===== src/rtl/rpip_pkg.sv =====
// Package for the radix prefix integer parser: shared types and constants.
// Used by every module under rtl/ but rpip_fifo. Depends on nothing.
package rpip_pkg;

	localparam int VALUE_BITS_DEF = 32;
	localparam int VALUE_W        = 32;
	localparam int MID_DEPTH      = 4;
	localparam int OUT_DEPTH      = 2;

	localparam logic [7:0] CH_ZERO  = 8'h30;
	localparam logic [7:0] CH_NINE  = 8'h39;
	localparam logic [7:0] CH_LO_A  = 8'h61;
	localparam logic [7:0] CH_LO_F  = 8'h66;
	localparam logic [7:0] CH_UP_A  = 8'h41;
	localparam logic [7:0] CH_UP_F  = 8'h46;
	localparam logic [7:0] CH_LO_X  = 8'h78;
	localparam logic [7:0] CH_UP_X  = 8'h58;
	localparam logic [7:0] CH_LO_B  = 8'h62;
	localparam logic [7:0] CH_UP_B  = 8'h42;

	typedef enum logic [1:0] {
		RADIX_DEC = 2'd0,
		RADIX_OCT = 2'd1,
		RADIX_HEX = 2'd2,
		RADIX_BIN = 2'd3
	} radix_t;

	typedef enum logic [1:0] {
		POS_FIRST      = 2'd0,
		POS_AFTER_ZERO = 2'd1,
		POS_DIGITS     = 2'd2
	} pos_t;

	typedef struct packed {
		logic [7:0] ch;
		logic       is_last;
	} in_t;

	typedef struct packed {
		logic [VALUE_W-1:0] value;
		logic [1:0]         radix_code;
		logic               overflow;
		logic               bad_digit;
	} out_t;

	// classified character handed from front to back
	typedef struct packed {
		logic       clear;
		logic       take_valid;
		logic       bad;
		logic [3:0] digit;
		radix_t     radix;
		logic       last;
	} op_t;

endpackage


===== src/rtl/rpip_fifo.sv =====
// Small register queue with first-word fall-through, generic word type.
// Depends on nothing.
module rpip_fifo #(
	parameter int  DEPTH = 4,
	parameter type T     = logic
) (
	input  logic clk,
	input  logic arst_n,
	input  logic push,
	input  T     wdata,
	output logic full,
	input  logic pop,
	output T     rdata,
	output logic empty
);
	localparam int AW = (DEPTH > 1) ? $clog2(DEPTH) : 1;
	localparam int CW = $clog2(DEPTH + 1);

	T              mem_q [DEPTH];
	logic [AW-1:0] wr_ptr_q;
	logic [AW-1:0] rd_ptr_q;
	logic [CW-1:0] count_q;
	logic          push_ok;
	logic          pop_ok;

	assign full    = (count_q == CW'(DEPTH));
	assign empty   = (count_q == '0);
	assign push_ok = push && !full;
	assign pop_ok  = pop && !empty;
	assign rdata   = mem_q[rd_ptr_q];

	always_ff @(posedge clk) begin
		if (push_ok) begin
			mem_q[wr_ptr_q] <= wdata;
		end
	end

	always_ff @(posedge clk or negedge arst_n) begin
		if (!arst_n) begin
			wr_ptr_q <= '0;
			rd_ptr_q <= '0;
			count_q  <= '0;
		end else begin
			if (push_ok) begin
				wr_ptr_q <= (wr_ptr_q == AW'(DEPTH - 1)) ? '0 : wr_ptr_q + 1'b1;
			end
			if (pop_ok) begin
				rd_ptr_q <= (rd_ptr_q == AW'(DEPTH - 1)) ? '0 : rd_ptr_q + 1'b1;
			end
			if (push_ok && !pop_ok) begin
				count_q <= count_q + 1'b1;
			end else if (pop_ok && !push_ok) begin
				count_q <= count_q - 1'b1;
			end
		end
	end

endmodule


===== src/rtl/rpip_front.sv =====
// Front end: tracks prefix position and radix, decodes each character into
// a digit op for the back end. Depends on rpip_pkg.
module rpip_front
	import rpip_pkg::*;
(
	input  logic clk,
	input  logic arst_n,
	input  logic accept,
	input  in_t  item,
	output op_t  op
);
	pos_t       pos_q, pos_d;
	radix_t     radix_q, radix_d, radix_n;
	logic       take;
	logic       is_digit;
	logic [3:0] dig;
	logic [4:0] rval;

	function automatic logic [4:0] radix_value(radix_t r);
		logic [4:0] v;
		case (r)
			RADIX_OCT: v = 5'd8;
			RADIX_HEX: v = 5'd16;
			RADIX_BIN: v = 5'd2;
			default:   v = 5'd10;
		endcase
		return v;
	endfunction

	// next state
	always_comb begin
		pos_d   = pos_q;
		radix_n = radix_q;
		take    = 1'b1;
		case (pos_q)
			POS_FIRST: begin
				if (item.ch == CH_ZERO) begin
					radix_n = RADIX_OCT;
					pos_d   = POS_AFTER_ZERO;
					take    = 1'b0;
				end else begin
					radix_n = RADIX_DEC;
					pos_d   = POS_DIGITS;
				end
			end
			POS_AFTER_ZERO: begin
				pos_d = POS_DIGITS;
				if (item.ch inside {CH_LO_X, CH_UP_X}) begin
					radix_n = RADIX_HEX;
					take    = 1'b0;
				end else if (item.ch inside {CH_LO_B, CH_UP_B}) begin
					radix_n = RADIX_BIN;
					take    = 1'b0;
				end else begin
					radix_n = RADIX_OCT;
				end
			end
			default: begin
				pos_d = POS_DIGITS;
			end
		endcase
		radix_d = radix_n;
		if (item.is_last) begin
			pos_d   = POS_FIRST;
			radix_d = RADIX_DEC;
		end
	end

	// outputs
	always_comb begin
		is_digit = 1'b1;
		dig      = '0;
		if (item.ch inside {[CH_ZERO:CH_NINE]}) begin
			dig = 4'(item.ch - CH_ZERO);
		end else if (item.ch inside {[CH_LO_A:CH_LO_F]}) begin
			dig = 4'(item.ch - CH_LO_A + 8'd10);
		end else if (item.ch inside {[CH_UP_A:CH_UP_F]}) begin
			dig = 4'(item.ch - CH_UP_A + 8'd10);
		end else begin
			is_digit = 1'b0;
		end
		rval          = radix_value(radix_n);
		op.clear      = (pos_q == POS_FIRST);
		op.take_valid = take && is_digit && ({1'b0, dig} < rval);
		op.bad        = take && !(is_digit && ({1'b0, dig} < rval));
		op.digit      = dig;
		op.radix      = radix_n;
		op.last       = item.is_last;
	end

	always_ff @(posedge clk or negedge arst_n) begin
		if (!arst_n) begin
			pos_q   <= POS_FIRST;
			radix_q <= RADIX_DEC;
		end else if (accept) begin
			pos_q   <= pos_d;
			radix_q <= radix_d;
		end
	end

endmodule


===== src/rtl/rpip_back.sv =====
// Back end: accumulates digits with saturation and forms the result word.
// Depends on rpip_pkg.
module rpip_back
	import rpip_pkg::*;
#(
	parameter int VALUE_BITS = VALUE_BITS_DEF
) (
	input  logic clk,
	input  logic arst_n,
	input  logic op_valid,
	input  op_t  op,
	output logic op_pop,
	input  logic res_full,
	output logic res_push,
	output out_t res
);
	localparam int PW = VALUE_BITS + 4;
	localparam logic [VALUE_BITS-1:0] VMAX = '1;

	logic [VALUE_BITS-1:0] accum_q, accum_d, base;
	logic                  ovf_q, ovf_d, bad_q, bad_d;
	logic [PW-1:0]         wide, prod, sum;

	assign op_pop   = op_valid && (!op.last || !res_full);
	assign res_push = op_pop && op.last;

	always_comb begin
		base  = op.clear ? '0 : accum_q;
		ovf_d = op.clear ? 1'b0 : ovf_q;
		bad_d = (op.clear ? 1'b0 : bad_q) | op.bad;
		wide  = PW'(base);
		case (op.radix)
			RADIX_BIN: prod = wide << 1;
			RADIX_OCT: prod = wide << 3;
			RADIX_HEX: prod = wide << 4;
			default:   prod = (wide << 3) + (wide << 1);
		endcase
		sum     = prod + PW'(op.digit);
		accum_d = base;
		if (op.take_valid) begin
			if (|sum[PW-1:VALUE_BITS]) begin
				accum_d = VMAX;
				ovf_d   = 1'b1;
			end else begin
				accum_d = sum[VALUE_BITS-1:0];
			end
		end
		res.value      = VALUE_W'(accum_d);
		res.radix_code = op.radix;
		res.overflow   = ovf_d;
		res.bad_digit  = bad_d;
	end

	always_ff @(posedge clk or negedge arst_n) begin
		if (!arst_n) begin
			accum_q <= '0;
			ovf_q   <= 1'b0;
			bad_q   <= 1'b0;
		end else if (op_pop) begin
			accum_q <= accum_d;
			ovf_q   <= ovf_d;
			bad_q   <= bad_d;
		end
	end

endmodule


===== src/rtl/radix_prefix_integer_parser.sv =====
// Radix prefix integer parser, top level: front, op queue, back, result queue.
// Throughput: one character per cycle, sustained, with pop held high.
// A final character is queued as an op, then its result in the result queue.
// The op queue (4 words) and result queue (2 words) decouple the two sides.
// Reset (arst_n low) empties both queues and returns the parser to first char.
// Depends on rpip_pkg, rpip_front, rpip_fifo, rpip_back.
module radix_prefix_integer_parser
	import rpip_pkg::*;
#(
	parameter int VALUE_BITS = VALUE_BITS_DEF
) (
	input  logic clk,
	input  logic arst_n,
	input  logic push,
	input  in_t  item,
	output logic full,
	input  logic pop,
	output out_t result,
	output logic empty
);
	op_t  front_op, mid_op;
	logic accept;
	logic mid_full, mid_empty, mid_pop;
	logic out_full, out_push;
	out_t back_res;

	assign accept = push && !mid_full;
	assign full   = mid_full;

	rpip_front u_front (
		.clk    (clk),
		.arst_n (arst_n),
		.accept (accept),
		.item   (item),
		.op     (front_op)
	);

	rpip_fifo #(.DEPTH(MID_DEPTH), .T(op_t)) u_mid_q (
		.clk    (clk),
		.arst_n (arst_n),
		.push   (accept),
		.wdata  (front_op),
		.full   (mid_full),
		.pop    (mid_pop),
		.rdata  (mid_op),
		.empty  (mid_empty)
	);

	rpip_back #(.VALUE_BITS(VALUE_BITS)) u_back (
		.clk      (clk),
		.arst_n   (arst_n),
		.op_valid (!mid_empty),
		.op       (mid_op),
		.op_pop   (mid_pop),
		.res_full (out_full),
		.res_push (out_push),
		.res      (back_res)
	);

	rpip_fifo #(.DEPTH(OUT_DEPTH), .T(out_t)) u_out_q (
		.clk    (clk),
		.arst_n (arst_n),
		.push   (out_push),
		.wdata  (back_res),
		.full   (out_full),
		.pop    (pop),
		.rdata  (result),
		.empty  (empty)
	);

`ifndef SYNTHESIS
	localparam logic [VALUE_BITS-1:0] VMAX_CHK = '1;

	a_ovf_saturates: assert property (@(posedge clk) disable iff (!arst_n)
		!empty && result.overflow |-> result.value == VALUE_W'(VMAX_CHK))
		else $error("overflowed result not saturated");

	a_no_push_when_full: assert property (@(posedge clk) disable iff (!arst_n)
		out_push |-> !out_full)
		else $error("result written into full queue");

	a_pop_only_valid: assert property (@(posedge clk) disable iff (!arst_n)
		mid_pop |-> !mid_empty)
		else $error("op consumed from empty queue");
`endif

endmodule

===== config.mk =====
export PLATFORM = sky130hd
export DESIGN_NAME = radix_prefix_integer_parser
export DESIGN_NICKNAME = d
export VERILOG_FILES = /design/src/rtl/rpip_pkg.sv /design/src/rtl/rpip_fifo.sv /design/src/rtl/rpip_front.sv /design/src/rtl/rpip_back.sv /design/src/rtl/radix_prefix_integer_parser.sv
export SDC_FILE = /design/constraint.sdc
export NUM_CORES = 1
export LEC_CHECK = 0
export ABC_AREA = 1
export BUFFER_PORTS_ARGS = -buffer_cell sky130_fd_sc_hd__buf_4
export CAP_MARGIN = 25
export CELL_PAD_IN_SITES_DETAIL_PLACEMENT = 0
export CELL_PAD_IN_SITES_GLOBAL_PLACEMENT = 1
export CORE_MARGIN = 2
export CORE_UTILIZATION = 41
export CTS_CLUSTER_DIAMETER = 40
export DETAILED_ROUTE_END_ITERATION = 6
export MAX_ROUTING_LAYER = met4
export PLACE_DENSITY = 0.86
export SLEW_MARGIN = 0
export SYNTH_ARGS = -nofsm -noshare
export SYNTH_HDL_FRONTEND = slang
export SYNTH_SLANG_ARGS = --single-unit

===== constraint.sdc =====
create_clock -name clk -period 5.4 [get_ports clk]
set_input_delay 0.54 -clock clk [delete_from_list [all_inputs] [get_ports clk]]
set_output_delay 0.54 -clock clk [all_outputs]
set_load 0.01 [all_outputs]

==> impl_metrics.env <==
export IMPL_setup_viol=0
export IMPL_hold_class="input pin to async pin"
export IMPL_drt_wl_total_mm=37.1
export IMPL_port_buffers=50
export IMPL_finalCritPeriodShare_pct=90.8
export IMPL_synthArstFlopShare_pct=30.4
export IMPL_vias_per_cell=5.31
export IMPL_synth_xor_area_share_pct=1.23
export IMPL_gr_total_overflow=0
export IMPL_synth_top_area_share_pct=27.7
export IMPL_cts_tree="done"
export IMPL_use_met3_pct=3.01
export IMPL_synth_area_leaders="edfxtp_1, nand2_1, dfrtp_1, nand3_1, inv_1"
export IMPL_die_h_um=176
export IMPL_finalCriticalPeriod_ns=4.90
export IMPL_die_area_sq_um=31000
export IMPL_synthCells=1768
export IMPL_arrival_ns=5.06
export IMPL_syn_avg_cell_area_sq_um=6.87
export IMPL_synth_adder_area_share_pct=3.01
export IMPL_antenna_found_initial=0
export IMPL_drc=0
export IMPL_crit_required_ns=5.56
export IMPL_routedWlPerCell_um=16.9
export IMPL_endpoint="u_out_q.mem_q[1][18]"
export IMPL_synth_area_sq_um=12100
export IMPL_synthSimpleGateAreaFrac_pct=38.4
export IMPL_fin_hold_ws_ns=0.144
export IMPL_synth_yosys_seq_area_share_pct=37.8
export IMPL_clkTransAtPathRegs_ns=0.07
export IMPL_fillers=2933
export IMPL_gp_congestion=0.980
export IMPL_detail_route_first_pass_iterations=5
export IMPL_met1_usage_pct=29.5
export IMPL_synth_mux_area_share_pct=0.0928
export IMPL_crit_reg2reg_launch="u_mid_q.rd_ptr_q[0]"
export IMPL_outcome="finished clean"
export IMPL_synth_compound_area_share_pct=9.92
export IMPL_setup_tns_final_ns=0
export IMPL_synth_area_leader_cell="edfxtp_1"
export IMPL_ant_nets=0
export IMPL_critPathLaunchType="register"
export IMPL_clkLatencyLatePin_ns=0.44
export IMPL_path_class="register to register"
export IMPL_area_delta_synth_final_pct=11.1
export IMPL_coreArea_sq_um=28900
export IMPL_r2r_end="u_out_q.mem_q[1][18]"
export IMPL_maxSlewViolCount=0
export IMPL_maxSlewHeadroom_pct=38.5
export IMPL_htreeDepth=4
export IMPL_max_clock_freq_mhz=204
export IMPL_grt_max_degree=50
export IMPL_synth_top_family_by_area="simple AND/OR/NAND/NOR gates"
export IMPL_drive_gt1_share_pct=12.1
export IMPL_die_x_um=176
export IMPL_cts_root_buf="clkbuf_16"
export IMPL_dp_final_hpwl_mm=28.5
export IMPL_synth_seq_cells=161
export IMPL_fin_util_pct=46.6
export IMPL_worst_pin_slew_ns=0.919
export IMPL_grt_util_met2_pct=42.6
export IMPL_track_usage_pct=24.9
export IMPL_cts_sinks=161
export IMPL_nets=1840
export IMPL_skew_ns=0.0131
export IMPL_synth_edff_count=112
export IMPL_rr_worst_depth=27
export IMPL_ys_types=47
export IMPL_grt_pass1_wl_mm=58.2
export IMPL_clockBufferDepth=2
export IMPL_grt_pass1_vias=11100
export IMPL_finalHoldViolations=0
export IMPL_r2r_slack_ns=0.50
export IMPL_rows=62
export IMPL_synthFlopType="edfxtp_1"
export IMPL_start_util_pct=42.0
export IMPL_dr_total_vias=11700
export IMPL_ys_warn_count=0
export IMPL_antennaDiodeCount=0
export IMPL_crit_fanout=22
export IMPL_cp_startpoint="u_mid_q.rd_ptr_q[0]"
export IMPL_rsz0062_at_grt="false"
export IMPL_drtIter0Drc=994
export IMPL_cts_buffers_inserted=17
export IMPL_end_kind="register"
export IMPL_drv_cap=0
export IMPL_busiest_layer="met2"
export IMPL_synthesis_nets=1809
export IMPL_io_pins=51
## worst min path at each step
| stage | start | depth (start not counted) | end |
|---|---|---|---|
| final | arst_n | 1 | u_front.pos_q[1] |
| after detailed placement | u_back.accum_q[30] | 2 | u_back.accum_q[30] |
| after global routing | arst_n | 1 | u_front.pos_q[1] |
| after floorplan | arst_n | 0 | u_back.accum_q[0] |
| after global placement | u_back.ovf_q | 2 | u_back.ovf_q |
| after CTS | arst_n | 1 | u_mid_q.rd_ptr_q[1] |
## routing by layer
metal | part of all wire (%) | vias to the layer above
li1 | - | 5811
met1 | 42 | 5466
met2 | 50 | 297
met3 | 3.7 | 85
met4 | 3.9 | 0
met5 | 0 | -
## synthesized netlist by cell type (2+ instances only)
master,count
o22ai_1,26
o21ai_0,56
clkinv_1,4
nand4_1,16
nor3_1,16
nor2_1,163
clkbuf_1,23
a21oi_1,93
xor2_1,12
and2_1,11
buf_2,17
o221ai_1,5
ha_1,26
nand3_1,161
nand2_1,597
o21ai_1,14
nand2_2,28
or2_2,2
fa_1,2
inv_2,36
buf_1,3
edfxtp_1,112
xnor2_1,5
a221oi_1,5
nor2_4,5
a21o_1,2
buf_6,5
a31oi_1,2
nand2_4,2
nand3_2,10
dfrtp_1,49
buf_4,9
inv_1,181
nor2_2,24
o211ai_2,2
o21ai_2,4
nand3b_1,30
## state kept, by name, indices dropped and copies added, names as in the netlist
name	flops
u_back.accum_q	32
u_back.bad_q	1
u_back.ovf_q	1
u_front.pos_q	2
u_front.radix_q	2
u_mid_q.count_q	3
u_mid_q.mem_q	40
u_mid_q.rd_ptr_q	2
u_mid_q.wr_ptr_q	2
u_out_q.count_q	2
u_out_q.mem_q	72
u_out_q.rd_ptr_q	1
u_out_q.wr_ptr_q	1
## worst max-delay path, cell delays in order (launching register included)
cell and delay [ns]:
dfrtp_1 0.40, buf_4 0.26, nand2_1 0.07, nand3_1 0.18, nand2_8 0.19, nand2_2 0.15, inv_2 0.05, ha_1 0.28
a21oi_1 0.14, a221oi_1 0.07, ha_1 0.39, nand3_1 0.09, and2_1 0.16, nand3b_1 0.17, nor2_1 0.17, nand3_1 0.14
nor2_2 0.16, nand3_2 0.13, nor2_2 0.11, nand2_2 0.09, nor2_2 0.25, nand4_1 0.13, nand2_1 0.09, nand2_1 0.09
inv_4 0.16, nand2_2 0.10, nand2_2 0.21, o21ai_0 0.19
## cell type report
type	instances	area, sq um	area share, %
Sequential cell	161	4590	34.0
Inverter	221	837	6.21
Tap cell	384	480	3.56
Multi-Input combinational cell	1328	6420	47.6
Clock inverter	15	151	1.12
Clock buffer	17	425	3.15
Timing Repair Buffer	70	583	4.32
## layout by cell type, fill, tap and decap left out, drive strengths merged, types with 2 or more instances in the layout
master    count
o221ai        5
buf          70
nand2       627
clkbuf       17
nand3       171
clkinvlp      2
dfrtp        49
nor2        192
a21oi        94
a21o          2
o211ai        2
or2           2
nand4        16
o22ai        26
a221oi        5
ha           26
nand3b       30
nor3         16
fa            2
and2         11
edfxtp      112
o21ai        74
a31oi         2
inv         224
xnor2         5
clkinv        9
xor2         12
## cell families (layout without fill, tap and decap cells)
group,count (synthesis),count (layout)
muxes,1,1
DFF,161,161
xor gates and xnor gates,17,17
adders and majority gates,28,28
AOI/OAI and AO/OA,215,215
and+or+nand+nor,1067,1067
buffers and inverters,279,323
## per-stage QoR
step | instance area, sq um | worst slack, ns | cells
after floorplan | 12100 | 1.20 | 1768
after global placement | 12800 | 0.541 | 2159
after detailed placement | 12800 | 0.393 | 2159
after CTS | 13400 | 0.333 | 2191
after global routing | 13500 | 0.00853 | 2196
final | 13500 | 0.496 | 2196
## timing repair
action | 4_1_cts | 5_1_grt
endpoints found under the setup margin | 0 | 70
buffers inserted | 0 | 1
resized for setup | 0 | 6
hold buffers | 0 | 0
Power is left out: the tool's default activity adds up to more than one toggle a clock period on the data nets, which glitch-free logic cannot reach.
